### src/rtl/core/ipts_pkg.sv
// Shared types and codes for the I2C packet transaction sequencer.
package ipts_pkg;

  localparam int unsigned OP_W   = 3;
  localparam int unsigned BYTE_W = 8;
  localparam int unsigned OFF_W  = 5;

  typedef enum logic [2:0] {
    OP_SEND        = 3'd0,
    OP_TX_DONE     = 3'd1,
    OP_RX_DONE     = 3'd2,
    OP_BUS_ERROR   = 3'd3,
    OP_ABORT_DONE  = 3'd4,
    OP_CLEAR_READY = 3'd5
  } op_t;

  typedef enum logic [2:0] {
    PH_IDLE  = 3'd0,
    PH_TX1   = 3'd1,
    PH_TX2   = 3'd2,
    PH_TXR1  = 3'd3,
    PH_TXR2  = 3'd4,
    PH_RX1   = 3'd5,
    PH_RX2   = 3'd6,
    PH_ABORT = 3'd7
  } phase_t;

  typedef enum logic [1:0] {
    KIND_NONE  = 2'd0,
    KIND_TX    = 2'd1,
    KIND_RX    = 2'd2,
    KIND_ABORT = 2'd3
  } kind_t;

  typedef enum logic [1:0] {
    FRAME_FIRST       = 2'd0,
    FRAME_LAST        = 2'd1,
    FRAME_LAST_NOSTOP = 2'd2
  } frame_t;

  typedef struct packed {
    logic [OP_W-1:0]   operation;
    logic [BYTE_W-1:0] dev_address;
    logic              needs_response;
    logic [BYTE_W-1:0] packet_len;
    logic [BYTE_W-1:0] rx_len_byte;
  } req_t;

  typedef struct packed {
    logic [1:0]        cmd_kind;
    logic [BYTE_W-1:0] cmd_address;
    logic [OFF_W-1:0]  cmd_offset;
    logic [BYTE_W-1:0] cmd_count;
    logic [1:0]        cmd_frame;
    logic              busy_res;
    logic [BYTE_W-1:0] ready_len;
  } res_t;

endpackage

### src/rtl/core/ipts_seq.sv
// Transaction phase register and per-request command decode.
module ipts_seq import ipts_pkg::*; #(
  parameter int unsigned HEADER_BYTES = 4
) (
  input  logic clk,
  input  logic rst_n,
  input  logic fire,
  input  req_t req,
  output res_t res
);

  localparam logic [OFF_W-1:0]  HdrOff  = OFF_W'(HEADER_BYTES);
  localparam logic [BYTE_W-1:0] HdrCnt  = BYTE_W'(HEADER_BYTES);
  localparam logic [BYTE_W:0]   HdrWide = (BYTE_W+1)'(HEADER_BYTES);

  phase_t            phase_r, phase_nxt;
  logic [BYTE_W-1:0] addr_r, addr_nxt;
  logic [BYTE_W-1:0] flen_r, flen_nxt;
  logic              rdy_r, rdy_nxt;

  logic [BYTE_W-1:0] body_cnt;
  logic [BYTE_W:0]   rx_sum;
  kind_t             kind;
  logic [OFF_W-1:0]  offset;
  logic [BYTE_W-1:0] count;
  frame_t            frame;

  always_ff @(posedge clk) begin
    if (!rst_n) begin
      phase_r <= PH_IDLE;
      addr_r  <= '0;
      flen_r  <= '0;
      rdy_r   <= 1'b0;
    end else if (fire) begin
      phase_r <= phase_nxt;
      addr_r  <= addr_nxt;
      flen_r  <= flen_nxt;
      rdy_r   <= rdy_nxt;
    end
  end

  always_comb begin
    body_cnt  = (flen_r > HdrCnt) ? (flen_r - HdrCnt) : '0;
    rx_sum    = {1'b0, req.rx_len_byte} + HdrWide;
    phase_nxt = phase_r;
    addr_nxt  = addr_r;
    flen_nxt  = flen_r;
    rdy_nxt   = rdy_r;
    kind      = KIND_NONE;
    offset    = '0;
    count     = '0;
    frame     = FRAME_FIRST;
    unique case (op_t'(req.operation))
      OP_SEND: begin
        if (phase_r == PH_IDLE) begin
          rdy_nxt   = 1'b0;
          addr_nxt  = req.dev_address;
          flen_nxt  = req.packet_len;
          phase_nxt = req.needs_response ? PH_TXR1 : PH_TX1;
          kind      = KIND_TX;
          count     = HdrCnt;
        end else if (phase_r != PH_ABORT) begin
          phase_nxt = PH_ABORT;
          kind      = KIND_ABORT;
        end
      end
      OP_TX_DONE: begin
        unique case (phase_r)
          PH_TX1: begin
            phase_nxt = PH_TX2;
            kind      = KIND_TX;
            offset    = HdrOff;
            count     = body_cnt;
            frame     = FRAME_LAST;
          end
          PH_TXR1: begin
            phase_nxt = PH_TXR2;
            kind      = KIND_TX;
            offset    = HdrOff;
            count     = body_cnt;
            frame     = FRAME_LAST_NOSTOP;
          end
          PH_TXR2: begin
            phase_nxt = PH_RX1;
            kind      = KIND_RX;
            count     = HdrCnt;
          end
          PH_TX2, PH_ABORT: phase_nxt = PH_IDLE;
          default: ;
        endcase
      end
      OP_RX_DONE: begin
        unique case (phase_r)
          PH_RX1: begin
            phase_nxt = PH_RX2;
            flen_nxt  = rx_sum[BYTE_W] ? '1 : rx_sum[BYTE_W-1:0];
            kind      = KIND_RX;
            offset    = HdrOff;
            count     = req.rx_len_byte;
            frame     = FRAME_LAST;
          end
          PH_RX2: begin
            phase_nxt = PH_IDLE;
            rdy_nxt   = 1'b1;
          end
          PH_ABORT: phase_nxt = PH_IDLE;
          default: ;
        endcase
      end
      OP_BUS_ERROR: begin
        phase_nxt = PH_ABORT;
        kind      = KIND_ABORT;
      end
      OP_ABORT_DONE: begin
        if (phase_r == PH_ABORT) begin
          phase_nxt = PH_IDLE;
        end
      end
      OP_CLEAR_READY: rdy_nxt = 1'b0;
      default: ;
    endcase

    res.cmd_kind    = kind;
    res.cmd_address = (kind == KIND_NONE) ? '0 : addr_nxt;
    res.cmd_offset  = offset;
    res.cmd_count   = count;
    res.cmd_frame   = frame;
    res.busy_res    = (phase_nxt != PH_IDLE);
    res.ready_len   = rdy_nxt ? flen_nxt : '0;
  end

endmodule

### src/rtl/core/ipts_oreg.sv
// Result register with valid/ready hand-off.
module ipts_oreg import ipts_pkg::*; (
  input  logic clk,
  input  logic rst_n,
  input  logic load,
  input  res_t d,
  input  logic out_ready,
  output logic can_load,
  output logic out_valid,
  output res_t q
);

  logic valid_r, valid_nxt;
  res_t data_r;

  assign can_load  = !valid_r || out_ready;
  assign valid_nxt = load ? 1'b1 : (valid_r && !out_ready);

  always_ff @(posedge clk) begin
    if (!rst_n) begin
      valid_r <= 1'b0;
    end else begin
      valid_r <= valid_nxt;
    end
  end

  always_ff @(posedge clk) begin
    if (load) begin
      data_r <= d;
    end
  end

  assign out_valid = valid_r;
  assign q         = data_r;

endmodule

### src/rtl/core/i2c_packet_transaction_sequencer_unit.sv
// Top level of the I2C packet transaction sequencer.
//
//   channel   direction  handshake              payload
//   in_       input      in_valid / in_ready    operation, address, response, lengths
//   out_      output     out_valid / out_ready  command, busy flag, ready length
//
// One request per cycle sustained while out_ready is high; a taken request is registered
// in the input register, then its result in the result register.
// The phase register updates when a request moves from the input register to the result register.
// rst_n is synchronous: phase idle, address, length and ready flag cleared, both stages empty.
// A stalled result holds the result register, and the input register then holds one more request.
module i2c_packet_transaction_sequencer_unit import ipts_pkg::*; #(
  parameter int unsigned HEADER_BYTES = 4
) (
  input  logic              clk,
  input  logic              rst_n,
  input  logic              in_valid,
  output logic              in_ready,
  input  logic [OP_W-1:0]   in_operation,
  input  logic [BYTE_W-1:0] in_dev_address,
  input  logic              in_needs_response,
  input  logic [BYTE_W-1:0] in_packet_len,
  input  logic [BYTE_W-1:0] in_rx_len_byte,
  output logic              out_valid,
  input  logic              out_ready,
  output logic [1:0]        out_cmd_kind,
  output logic [BYTE_W-1:0] out_cmd_address,
  output logic [OFF_W-1:0]  out_cmd_offset,
  output logic [BYTE_W-1:0] out_cmd_count,
  output logic [1:0]        out_cmd_frame,
  output logic              out_busy_res,
  output logic [BYTE_W-1:0] out_ready_len
);

  logic in_valid_r, in_valid_nxt;
  req_t req_r;
  logic can_load;
  logic fire;
  res_t res;
  res_t res_q;

  assign fire         = in_valid_r && can_load;
  assign in_ready     = !in_valid_r || can_load;
  assign in_valid_nxt = in_ready ? in_valid : in_valid_r;

  always_ff @(posedge clk) begin
    if (!rst_n) begin
      in_valid_r <= 1'b0;
    end else begin
      in_valid_r <= in_valid_nxt;
    end
  end

  always_ff @(posedge clk) begin
    if (in_valid && in_ready) begin
      req_r.operation      <= in_operation;
      req_r.dev_address    <= in_dev_address;
      req_r.needs_response <= in_needs_response;
      req_r.packet_len     <= in_packet_len;
      req_r.rx_len_byte    <= in_rx_len_byte;
    end
  end

  ipts_seq #(
    .HEADER_BYTES(HEADER_BYTES)
  ) u_seq (
    .clk  (clk),
    .rst_n(rst_n),
    .fire (fire),
    .req  (req_r),
    .res  (res)
  );

  ipts_oreg u_oreg (
    .clk      (clk),
    .rst_n    (rst_n),
    .load     (fire),
    .d        (res),
    .out_ready(out_ready),
    .can_load (can_load),
    .out_valid(out_valid),
    .q        (res_q)
  );

  assign out_cmd_kind    = res_q.cmd_kind;
  assign out_cmd_address = res_q.cmd_address;
  assign out_cmd_offset  = res_q.cmd_offset;
  assign out_cmd_count   = res_q.cmd_count;
  assign out_cmd_frame   = res_q.cmd_frame;
  assign out_busy_res    = res_q.busy_res;
  assign out_ready_len   = res_q.ready_len;

endmodule

### config.mk
export PLATFORM = sky130hd
export DESIGN_NAME = i2c_packet_transaction_sequencer_unit
export DESIGN_NICKNAME = d
export VERILOG_FILES = /design/src/rtl/core/ipts_pkg.sv /design/src/rtl/core/ipts_seq.sv /design/src/rtl/core/ipts_oreg.sv /design/src/rtl/core/i2c_packet_transaction_sequencer_unit.sv
export SDC_FILE = /design/constraint.sdc
export NUM_CORES = 1
export LEC_CHECK = 0
export BUFFER_PORTS_ARGS = -buffer_cell sky130_fd_sc_hd__buf_2
export CAP_MARGIN = 25
export CORE_UTILIZATION = 50
export CTS_BUF_LIST = sky130_fd_sc_hd__clkbuf_4 sky130_fd_sc_hd__clkbuf_8 sky130_fd_sc_hd__clkbuf_16
export DETAILED_ROUTE_END_ITERATION = 6
export GPL_ROUTABILITY_DRIVEN = 0
export PLACE_DENSITY_LB_ADDON = 0.25
export SLEW_MARGIN = 15
export SYNTH_ARGS = -nofsm -noshare
export SYNTH_HDL_FRONTEND = slang
export SYNTH_SLANG_ARGS = --single-unit
### constraint.sdc
create_clock -name clk -period 2 [get_ports clk]
set_clock_uncertainty 0.05 [all_clocks]
set_input_delay 0.2 -clock clk [delete_from_list [all_inputs] [get_ports clk]]
set_output_delay 0.2 -clock clk [all_outputs]
set_load 0.05 [all_outputs]
==> run metrics, run 1 <==
status finished clean; clock buffer depth 2; DIE HEIGHT 86.8 µm; startpoint types register; CTS sink count 80; placed wire-length estimate 5450 µm; slowest CP cell edfxtp_1; total gr overflow 0; Hold Path Class in -> reg; type of the worst setup path reg -> reg; most common library cell in the layout ignoring fill and taps nand2_1; fin util 67.7%; Static Leak 1.77 nW; FF/Latch Area 2180 µm²; Die W 86.8 µm; gr usage total 24.1%; top layer in use met4; ANT cells 0; layout cell share with drive strength beyond 1 24.9%; clock root buffer clkbuf_8; Worst Setup SP req_r[26]; total die area 7540 µm²; crit-path max cell delay 0.47 ns; final std cells w/o fill 549; Power Total 3.71 mW; multi-input logic area 1310 µm²; number of port buffers 63; commonest non-fill, non-tap cells in the layout nand2_1, buf_2, edfxtp_1; highest fanout seen on the critical path 9; reg2reg start req_r[26]; Final Net Count 483; dpl ws 0.0627 ns; count of pins over their slew limit 0; global-route wire length before repair 13500 µm; total iterations of the first detailed-routing run 6; Critical Path Sink Type register; CP cell instances buf_4, nand2b_1, o21ai_0, a21oi_1, nor2_1, buf_4, a21oi_1; Synth Instances 341; setup TNS 0 ns; Most used DFF post-synth edfxtp_1; CP arrival 1.95 ns; Mapped Area 3600 µm²; number of cells on the worst reg-to-reg path 7; placed cell area 4120 µm²; clock share of power 35.5%; FMAX 521 MHz; max_cap viols 0; Critical Path RT 2.04 ns; Sequential Power Share 51.3%; Vias/cell 5.44; Post-CTS Setup Inserts 0; peak supply drop 0.522 mV; WL final 8390 µm; crit path to u_oreg.q[5]; H-tree Lvls 3; clk_lat worst skew 0.35 ns; Int Pwr 2.77 mW; FFs w/ async S/R, synth 0%; initial antenna violation count 0; register area share after synthesis 60.7%; post-route ant nets 0; First DRT Iteration DRCs 304; RR Endpoint u_oreg.q[5]; WHS 0.0494 ns; Mean Syn Cell Area 10.5 µm²; Pwr Density 797 nW/µm²; core box area 6870 µm²; vias in the first global route 2855; R2R Setup Slk 0.08 ns; # IOs 68; yosys warns 0; EDFF count, synth 58; # fillers 522; placed cells 505; row count 30; DRC errors left 0; Synth Register Bits 80; TritonCTS Buffers 9; setup ws final 0.0819 ns; CTS tree done; final hold vios 0; WL/cell 15.3 µm; final setup fails 0; Metal-1 WL 3570 µm; via count 2989; sw power 942 µW; worst hold path depth 3; fin crit share 95.9%; Initial Utilization 52.4%; sw frac 25.4%; DR WL met3 603 µm; fin area 4650 µm²; largest net degree at the start of global routing 34; Comb pwr share 13.2%; Clock Pin Slew Worst Setup and Hold Paths 0.08 ns; Syn-to-layout area delta 29.3%; library cells used by synthesis 48; Final Critical Period 1.92 ns; RSZ-0062 raised after global routing true; Met2 Routed Length 4020 µm
## final cells by class
cell class	instances	share of cell area, %
clock buffer	11	2.99
clock inverter	5	1.75
inverter	10	0.807
multi-input combinational	235	28.2
sequential	80	46.9
tap	96	2.58
timing repair buffer	112	16.7
## state kept, by name, summed over array words and instances, names as in the netlist
name	flops
u_seq.phase_r	3
in_valid_r	1
u_seq.rdy_r	1
u_oreg.q	30
u_seq.addr_r	8
u_oreg.out_valid	1
req_r	28
u_seq.flen_r	8
## kinds of logic (layout without fill, tap and decap cells)
logic type	Yosys count	after routing	synth area share (%)
buffers and inverters	29	138	4.03
DFF	80	80	60.7
AOI/OAI and AO/OA	100	100	16.9
xor gates and xnor gates	6	6	1.46
and+or+nand+nor	122	122	15.8
adders and majority gates	3	3	1.04
other	1	4	0.104
## routing by layer
layer  vias to the layer above  GRT usage [%]
li1                       1434              -
met1                      1396           31.8
met2                       139           37.8
met3                        20           4.48
met4                         0           12.6
met5                         -              0
## worst max-delay path, delay by kind of cell (launching register included)
kind | cells | cell delay, ns
buffers and inverters | 2 | 0.39
and+or+nand+nor | 2 | 0.32
AOI/OAI and AO/OA | 3 | 0.43
DFF | 1 | 0.47
## power by group through the flow
stage / Combinational, mW / Sequential (mW) / Clock, mW
after floorplan: 0.221 / 2.01 / 0
after global placement: 0.423 / 1.94 / 0
after detailed placement: 0.433 / 1.94 / 0
after CTS: 0.477 / 1.90 / 1.34
after global routing: 0.525 / 1.91 / 1.41
final: 0.489 / 1.90 / 1.32
## synthesized netlist by cell type, types with 2 or more instances
cell type  count  area (µm²)
o21a_1         6        45.0
and3_1         3        18.8
xnor2_1        3        26.3
and2_1         3        18.8
buf_2          5        25.0
o31ai_1        2        15.0
a31oi_1        5        31.3
nor2b_1        4        25.0
nand3_1        3        15.0
o22ai_1        2        12.5
buf_6          2        22.5
xor2_1         3        26.3
nor3_1         8        40.0
dfxtp_1       22         440
buf_1          2        7.51
o21ai_0       24         120
nand2_1       66         248
clkbuf_1       6        22.5
a21boi_0       9        67.6
a22oi_1        3        22.5
nand3b_1       2        15.0
o21ai_1        4        20.0
a32o_1         2        20.0
nor2_1        20        75.1
inv_1         10        37.5
a21oi_1       33         165
ha_1           3        37.5
nand2b_1       4        25.0
edfxtp_1      58        1740
buf_4          4        30.0
and4_1         2        17.5
nand4_1        2        12.5
## how the worst min path moves through the flow
| stage | from | to |
|---|---|---|
| after floorplan | in_rx_len_byte[0] | req_r[0] |
| after global placement | in_dev_address[3] | req_r[20] |
| after detailed placement | in_rx_len_byte[3] | req_r[3] |
| after CTS | in_valid | in_valid_r |
| after global routing | in_valid | in_valid_r |
| final | in_valid | in_valid_r |
## timing repair
| item | in CTS | in global routing |
|---|---|---|
| hold buffers | 28 | 0 |
| endpoints found under the setup margin | 0 | 27 |
| gates resized for setup | 0 | 9 |
| hold endpoints to repair | 28 | 0 |
Power figures use the tool's default switching activity.
==> run 2, diff against run 1 <==
Settings changed: ABC_AREA from default to 1, PLACE_DENSITY from default to 0.76, PLACE_DENSITY_LB_ADDON 0.25 to default.
==> run 2 against run 1 <==
Effect of this change: the flow now finishes with violations (design-rule violations); sequential share of layout area increased by 0.70 points; non-clock buffer count decreased by 12; synthesized cell count increased by 13%; core utilization decreased by 1.4 points; first-iteration DRC count decreased by 35%; wire length decreased by 7.1%; final area decreased by 1.5%; clock power decreased by 5%; total power increased by 1.8%; critical path type unchanged; highest routed layer unchanged.
==> run metrics, run 2 <==
fin crit share 90.9% (-5.0 points); Final Critical Period 1.82 ns (-0.0995 ns); WL/cell 13.3 µm (-13%); CP arrival 1.97 ns (+0.02 ns); final setup fails 0 (unchanged); highest fanout seen on the critical path 7 (-2); clock buffer depth 2 (unchanged); largest net degree at the start of global routing 61 (+79%); DRC errors left 2 (+2); Mapped Area 3650 µm² (+1.5%); placed cell area 4070 µm² (-1.3%); xor/xnor share of the synthesized area 1.20% (-0.26 points); Comb pwr share 15.1% (+1.9 points); final hold vios 0 (unchanged); ANT cells 0 (unchanged); Critical Path RT 2.15 ns (+0.11 ns); setup ws final 0.181 ns (+0.0995 ns); initial antenna violation count 0 (unchanged); sw frac 26.5% (+1.1 points); multiplexer share of the synthesized area 0% (unchanged); TritonCTS Buffers 9 (unchanged); total die area 7650 µm² (+1.5%); Synth top cells by count nand2_1, edfxtp_1, inv_1, nor2_1, nand3_1; DIE HEIGHT 87.5 µm (+0.73%); Static Leak 2.05 nW (+15%); Critical Path Sink Type register; # fillers 553 (+5.9%); Int Pwr 2.77 mW (+0.31%); Mean Syn Cell Area 9.43 µm² (-11%); FMAX 550 MHz (+5.5%); met3 GRT Util 4.45% (-0.021 points); Pwr Density 823 nW/µm² (+3.3%); status finished, violations left; max_cap viols 0 (unchanged); slowest CP cell edfxtp_1; CTS tree done; core box area 6910 µm² (+0.55%); type of the worst setup path reg -> reg; Vias/cell 5.00 (-8.2%); EDFF count, synth 58 (unchanged); Power Total 3.77 mW (+1.8%); CP cell instances ha_1, nand3_1, nor2_1, nand2_1, nor2_1, nor2_1, a21oi_1; failing checks design-rule violations; clock share of power 33.4% (-2.1 points); CP delay by family, top simple AND/OR/NAND/NOR gates; # IOs 68 (unchanged); layout cell share with drive strength beyond 1 22.4% (-2.5 points); count of pins over their slew limit 0 (unchanged); Synth Instances 387 (+13%); Initial Utilization 52.9% (+0.49 points); Global Route met1 Usage 29.9% (-1.9 points); First DRT Iteration DRCs 198 (-35%); total iterations of the first detailed-routing run 7 (+1); placed wire-length estimate 5150 µm (-5.5%); gr usage total 22.0% (-2.0 points); most common library cell in the layout ignoring fill and taps nand2_1; CTS sink count 80 (unchanged); Synth Area in Compound Gates 10.1% (-6.8 points); yosys warns 0 (unchanged); adder-cell share of the synthesized area 1.03% (-0.015 points); library cells used by synthesis 30 (-38%); dpl ws 0.152 ns (+0.0896 ns); CP bufs+invs 0 (-2); most common cell in the netlist nand2_1; WHS 0.0736 ns (+0.0242 ns); Synth Register Bits 80 (unchanged); sw power 999 µW (+6.1%); row count 30 (unchanged); Yosys top cell area share 47.7% (-0.71 points); crit-path max cell delay 0.49 ns (+0.02 ns); main combinational cell family by area after synthesis simple AND/OR/NAND/NOR gates; synth top area cells edfxtp_1, dfxtp_1, nand2_1, inv_1, nor2_1; post-synth top area cell edfxtp_1; Sequential Power Share 51.5% (+0.2 points); FFs w/ async S/R, synth 0% (unchanged); Die W 87.5 µm (+0.73%); vias in the first global route 2720 (-4.7%); Clock Pin Slew Worst Setup and Hold Paths 0.08 ns (about the same); Relative slew margins 62.6%; H-tree Lvls 3 (unchanged); total gr overflow 0 (unchanged); Syn-to-layout area delta 25.5%; Top Usage Layer GRT met2; register area share after synthesis 59.8% (-0.89 points); peak supply drop 0.427 mV (-18%); startpoint types register; number of port buffers 63 (unchanged); post-route ant nets 0 (unchanged); Most used DFF post-synth edfxtp_1; final std cells w/o fill 587 (+6.9%); global-route wire length before repair 12600 µm (-6.6%); commonest non-fill, non-tap cells in the layout nand2_1, buf_2, edfxtp_1; placed cells 541 (+7.1%); via count 2935 (-1.8%); Slew @ Worst Pin 0.560 ns; Hold Path Class in -> reg; GR Layer Usage met2 34.6% (-3.2 points); fin area 4580 µm² (-1.5%); max reg flops 30 (unchanged); clk_lat worst skew 0.35 ns (about the same); WL final 7790 µm (-7.1%); most frequent CP cell nor2_1; clock root buffer clkbuf_8; Final Net Count 522 (+8.1%); post-synthesis simple-gate area fraction 19.4% (+3.6 points)
==> run 2: metrics by stage <==
stage	TNS, ns	utilization [%]
floorplan	0	-
global placement	0	58.9
detailed placement	0	58.9
CTS	0	65.9
global route	-0.0406	66.4
finish	0	66.4
==> run 2: timing repair <==
action,CTS,global route
endpoints found under the setup margin,0,17
endpoints found under the hold margin,28,0
setup buffers,0,3
gates resized for setup,0,2
hold buffers,28,0
==> run 2: power groups by stage <==
| stage | clock, mW | sequential [mW] | combinational [mW] |
|---|---|---|---|
| 6_report | 1.26 | 1.94 | 0.571 |
| 3_5_place_dp | 0 | 1.98 | 0.523 |
| 5_1_grt | 1.33 | 1.95 | 0.629 |
| 2_1_floorplan | 0 | 2.08 | 0.287 |
| 3_3_place_gp | 0 | 1.98 | 0.510 |
| 4_1_cts | 1.27 | 1.94 | 0.567 |
==> run 2: per-layer routing <==
layer / routed length, µm / share of wire (%)
met2: 3710 / 48
met3: 554 / 7.1
met5: 0 / 0
met1: 3420 / 44
met4: 107 / 1.4
==> run 2: cells by family (layout without fill, tap and decap cells) <==
logic type,Yosys count,in the layout
other,1,4
DFF,80,80
and+or+nand+nor,167,167
xor gates and xnor gates,5,5
adders and majority gates,3,3
buffers and inverters,71,172
AOI/OAI and AO/OA,60,60
==> run 2: cell type report <==
cell class / count / area (µm²) / area share [%]
timing repair buffer: 100 / 676 / 14.7
inverter: 57 / 214 / 4.67
clock buffer: 10 / 131 / 2.87
tap: 96 / 120 / 2.62
sequential: 80 / 2180 / 47.6
multi-input combinational: 239 / 1190 / 25.9
clock inverter: 5 / 72.6 / 1.58
==> run 2: path summary, 6_finish.rpt <==
kind / cells past startpoint / slack, ns / start / end
setup / recovery: 7 / 0.18 / req_r[2] / u_oreg.q[1]
hold / removal: 3 / 0.07 / in_valid / in_valid_r
setup reg to reg: 7 / 0.18 / req_r[2] / u_oreg.q[1]
hold reg to reg: 2 / 0.43 / in_valid_r / u_oreg.out_valid
==> run 2: tightest hold or removal path, cell delays in order <==
cell	delay, ns
buf_2	0.09
nand2_1	0.07
a21oi_1	0.06
